[config.mk]
export PLATFORM = sky130hd
export DESIGN_NAME = ipcf_duration_conv
export DESIGN_NICKNAME = d
export VERILOG_FILES = /design/src/ipcf_pkg.sv /design/src/ipcf_duration_conv.sv
export SDC_FILE = /design/constraint.sdc
export NUM_CORES = 1
export LEC_CHECK = 0
export BUFFER_PORTS_ARGS = -buffer_cell sky130_fd_sc_hd__clkbuf_2
export CAP_MARGIN = 20
export CORE_MARGIN = 5
export CORE_UTILIZATION = 55
export DETAILED_ROUTE_END_ITERATION = 7
export GPL_TIMING_DRIVEN = 1
export PLACE_DENSITY = 0.75
export REMOVE_ABC_BUFFERS = 1
export SYNTH_ARGS = -nofsm -noshare
export SYNTH_HDL_FRONTEND = slang
export SYNTH_SLANG_ARGS = --single-unit
[constraint.sdc]
create_clock -name vclk -period 8.8
set_clock_uncertainty 0.2 [all_clocks]
set_input_delay 1.76 -clock vclk [all_inputs]
set_output_delay 1.76 -clock vclk [all_outputs]
set_load 0.03 [all_outputs]
[src/ipcf_pkg.sv]
// Shared constants and types of the infrared capture FIFO.
package ipcf_pkg;

  localparam int RING_DEPTH = 512;
  localparam int PTR_W      = $clog2(RING_DEPTH);
  localparam int FILL_W     = 9;
  localparam int RAW_W      = 16;
  localparam int DUR_W      = 24;
  localparam int SCALED_W   = RAW_W + 2;
  localparam int PROD_W     = 2 * SCALED_W;
  localparam int QUOT_W     = 17;
  localparam int RECIP_SHIFT = 19;

  localparam logic [SCALED_W-1:0] RECIP_3      = SCALED_W'(174763);
  localparam logic [RAW_W-1:0]    OVERFLOW_RAW = 16'hFFFF;
  localparam logic [DUR_W-1:0]    DUR_MAX      = 24'hFFFFFF;
  localparam logic [DUR_W-1:0]    PULSE_DUR_MAX = 24'd87378;

  localparam logic MODE_PUSH = 1'b0;
  localparam logic MODE_POP  = 1'b1;

  typedef struct packed {
    logic             pulse;
    logic [DUR_W-1:0] dur;
  } entry_t;

endpackage

[src/ipcf_duration_conv.sv]
// Converts a raw receiver count into a tagged ring entry in microseconds.
module ipcf_duration_conv
  import ipcf_pkg::*;
(
  input  logic [RAW_W-1:0] raw_duration,
  input  logic             space_phase,
  output entry_t           entry,
  output logic             toggle
);

  logic [SCALED_W-1:0] scaled;
  logic [PROD_W-1:0]   prod;
  logic [QUOT_W-1:0]   quot;

  // Dividing by three is done as a multiplication by a rounded-up reciprocal.
  assign scaled = {raw_duration, 2'b00};
  assign prod   = PROD_W'(scaled) * PROD_W'(RECIP_3);
  assign quot   = prod[RECIP_SHIFT +: QUOT_W];

  always_comb begin
    if (raw_duration == OVERFLOW_RAW) begin
      entry.pulse = 1'b0;
      entry.dur   = DUR_MAX;
      toggle      = 1'b0;
    end else begin
      entry.pulse = ~space_phase;
      entry.dur   = DUR_W'(quot);
      toggle      = 1'b1;
    end
  end

endmodule

After elaboration in Yosys (flattened, before gate mapping)
Cells that the tools add are included.
- muxes and demuxes: 2
- multiply operators: 1
- bitwise gates (word level): 1
- eq/ne operators: 1
- operators by type and width (operator ; number):
    $mul A16 B18 Y34 const B ; 1
    $mux W25 ; 1
    $eq A16 B16 Y1 const B ; 1
    $mux W1 ; 1
    $not A1 Y1 ; 1
- logic and storage cells: 5
- bits of input ports: 17
- output and inout port bits: 26
- bits in registers: 0

Depth between registers and ports, before layout
- depth after elaboration: 2
- depth in mapped cells: 19
- depth with buffers taken out: 19

Worst setup path after synthesis
No wires, ideal clock.
- path kind: input to output
- start point: input port raw_duration[1]
- end point: output port entry[8] (netlist name)
- arrival time: 6.862 ns
- stages: 15
- buffers on the path: 0
- required time: 6.840 ns
- setup slack: -0.022 ns
- path through: ha_1 > inv_1 > fa_1 > fa_1 > fa_1 > fa_1 > inv_1 > fa_1 > ha_1 > a21oi_1 > o21ai_0 > a221o_1 > or2_2 > a21oi_2 > mux2i_1
- RTL lines (what ; line ; RTL):
    start: declaration ; ipcf_duration_conv.sv:5 ; input logic [RAW_W-1:0] raw_duration,
    end: declaration ; ipcf_duration_conv.sv:7 ; output entry_t entry,

==> run_results.csv <==
group,metric,value,unit
setup_path,worst_ep_required_time,6.84,ns
global_route,grt_overflow,0,
finish,syn2layout_area_growth,20.35,%
die,num_rows,33,
timing,drv_slew,0,
finish,nets,835,
global_route,antenna_found_initial,0,
finish,nFillCells,647,
timing,worst_slack,0.1055,ns
finish,design_area,5713,um^2
synth,yosysWarnings,0,
die,ios,43,
setup_path,critPathKind,"input port to output port",
finish,antenna_cells,0,
placement,placedCellCount,732,
die,die_h,102.9,um
die,start_util,57.20,%
placement,gp_congestion,1.009,
die,die_x,102.9,um
timing,period_share,98.80,%
timing,setup_tns,0,ns
synth,avgSynthCellArea,8.856,um^2
placement,dp_worst_setup_slack,-0.1911,ns
setup_path,critPathMaxFanout,4,
synth,synth.top_cell.area_share,31.63,%
placement,placed_cell_area,5466,um^2
setup_path,crit_top_cell,"fa_1",
route,drc,0,
setup_path,cp_slowest_stage_delay,0.63,ns
route,via_count,4142,
die,core,8299,um^2
cts,ctsHoldBuffers,0,
synth,ys_types,55,
finish,drive_gt1_share,23.73,%
synth,synth_top_area_cell,"fa_1",
global_route,grt_pass1_wl,21.04,mm
timing,fin_crit,8.694,ns
setup_path,worst_setup_path_start_kind,"input port",
finish,seq_cells,0,
job,cap_violations,0,
setup_path,cp-end-kind,"output port",
route,routedWlPerCell,17.26,um
route,route.detailed.vias_per_inst,5.651,
route,dr.pass1.iters,5,
finish,seqCellArea,0,um^2
placement,port_buffers,43,
timing,worstMarginPinSlew,0.4637,ns
global_route,grt_max_degree,20,
worst_hold_path,hold_depth,3,
setup_path,crit_arrival,6.73,ns
placement,dp_hpwl,11.27,mm
finish,fin_cells,733,
timing,relSlewSlack,69.05,%
worst_hold_path,holdCritStartpoint,"space_phase",
synth,yosysSeqAreaShare,0,%
timing,finalHoldViolCount,0,
route,routed_wl,12.65,mm
synth,synth.most_common_cell,"inv_1",
synth,synthTopCellsByCount,"123 x inv_1, 113 x ha_1, 75 x fa_1, 34 x a21oi_1, 29 x nand2_1",
finish,num-clock-buffers,0,
setup_path,slowest_stage,"fa_2",
worst_hold_path,hp-class,"input port to output port",
worst_hold_path,whs_endpoint,"entry[24]",
setup_path,crit_path_cell_trace,"buf_6, ha_4, inv_4, fa_2, fa_1, inv_1, fa_1, fa_1, fa_1, ha_1, a21o_1, a21o_1, a221o_1, o2111ai_2, a21oi_1, or3b_1, buf_6",
synth,synth.area.top_cells,"fa_1 32%, ha_1 30%, inv_1 9.7%, a21oi_1 3.6%, nand2_1 2.3%",
die,dieArea,10590,um^2
global_route,gr-usage-all-layers,24.94,%
route,drt_iter0_drc,228,
synth,synth_area,4747,um^2
route,detail-route-antenna-nets,0,
timing,fmax,0.1150,GHz
run_status,status,"finished, final reports clean",
timing,setup_viol,0,
global_route,first_global_vias,4412,
synth,synthCells,536,
## per-layer routing
| metal | global-route usage (%) | wire length, um |
|---|---|---|
| met1 | 36.99 | 5859 |
| met2 | 41.64 | 6030 |
| met3 | 1.759 | 665 |
| met4 | 2.291 | 98 |
| met5 | 0 | 0 |
## cell type report
class              instances  area, um^2  area share [%]
multi-input cells        400        4399           77.00
repair buffers           105       718.2           12.57
inverters                123       464.2           8.125
well taps                105       131.4           2.300
## kinds of logic (layout without fill, tap and decap cells)
logic type,after synthesis,after routing,synth area share [%]
and+or+nand+nor,100,100,10.81
adders and majority gates,188,188,61.41
muxes,2,2,0.4217
buffers and inverters,136,228,11.52
AOI/OAI and AO/OA,103,103,14.55
xor gates and xnor gates,7,7,1.292
## stage by stage
| step | utilization, % | hold WS [ns] |
|---|---|---|
| after floorplan | - | 3.432 |
| after global placement | 65.87 | 3.597 |
| after detailed placement | 65.87 | 3.599 |
| after CTS | 66.40 | 3.600 |
| after global routing | 68.84 | 3.622 |
| final | 68.84 | 3.597 |
## worst max-delay path, delay by kind of cell
| kind | cells | cell delay (ns) |
|---|---|---|
| AOI/OAI and AO/OA | 5 | 1.10 |
| adders and majority gates | 7 | 3.10 |
| and+or+nand+nor | 1 | 0.41 |
| buffers and inverters | 4 | 0.37 |
## worst max path at each step
stage                    start        end  slack, ns  cells after the start
3_5_place_dp   raw_duration[1]   entry[8]      -0.19                     20
5_1_grt        raw_duration[1]  entry[16]      -0.03                     20
3_3_place_gp   raw_duration[1]   entry[8]      -0.09                     20
2_1_floorplan  raw_duration[1]   entry[8]      -0.02                     15
6_report       raw_duration[1]  entry[16]       0.11                     17
4_1_cts        raw_duration[1]   entry[8]      -0.02                     20
## placed cells by master (no fill, tap or decap), drive strengths merged, types with 2 or more instances in the layout
master	n
nand3	6
nor4	8
xnor2	5
o31a	4
ha	113
buf	70
nand2	29
o221ai	3
a31oi	3
xor2	2
o211ai	2
o21ai	18
a21o	7
or3	2
nor2	20
a21oi	36
inv	123
or2	4
o22ai	2
o211a	4
a31o	2
o21a	9
nor3	3
fa	75
mux2i	2
and3	5
nand4	11
o21bai	4
clkbuf	35
and4	3
and2	4
## repair_timing
item,CTS,global route
gates resized for setup,13,45
setup endpoints to repair,9,15
pin swaps,4,35
cloned,0,0
buffers inserted,0,1
Power is left out: the tool's default activity adds up to more than one toggle a clock period on the data nets, which glitch-free logic cannot reach.
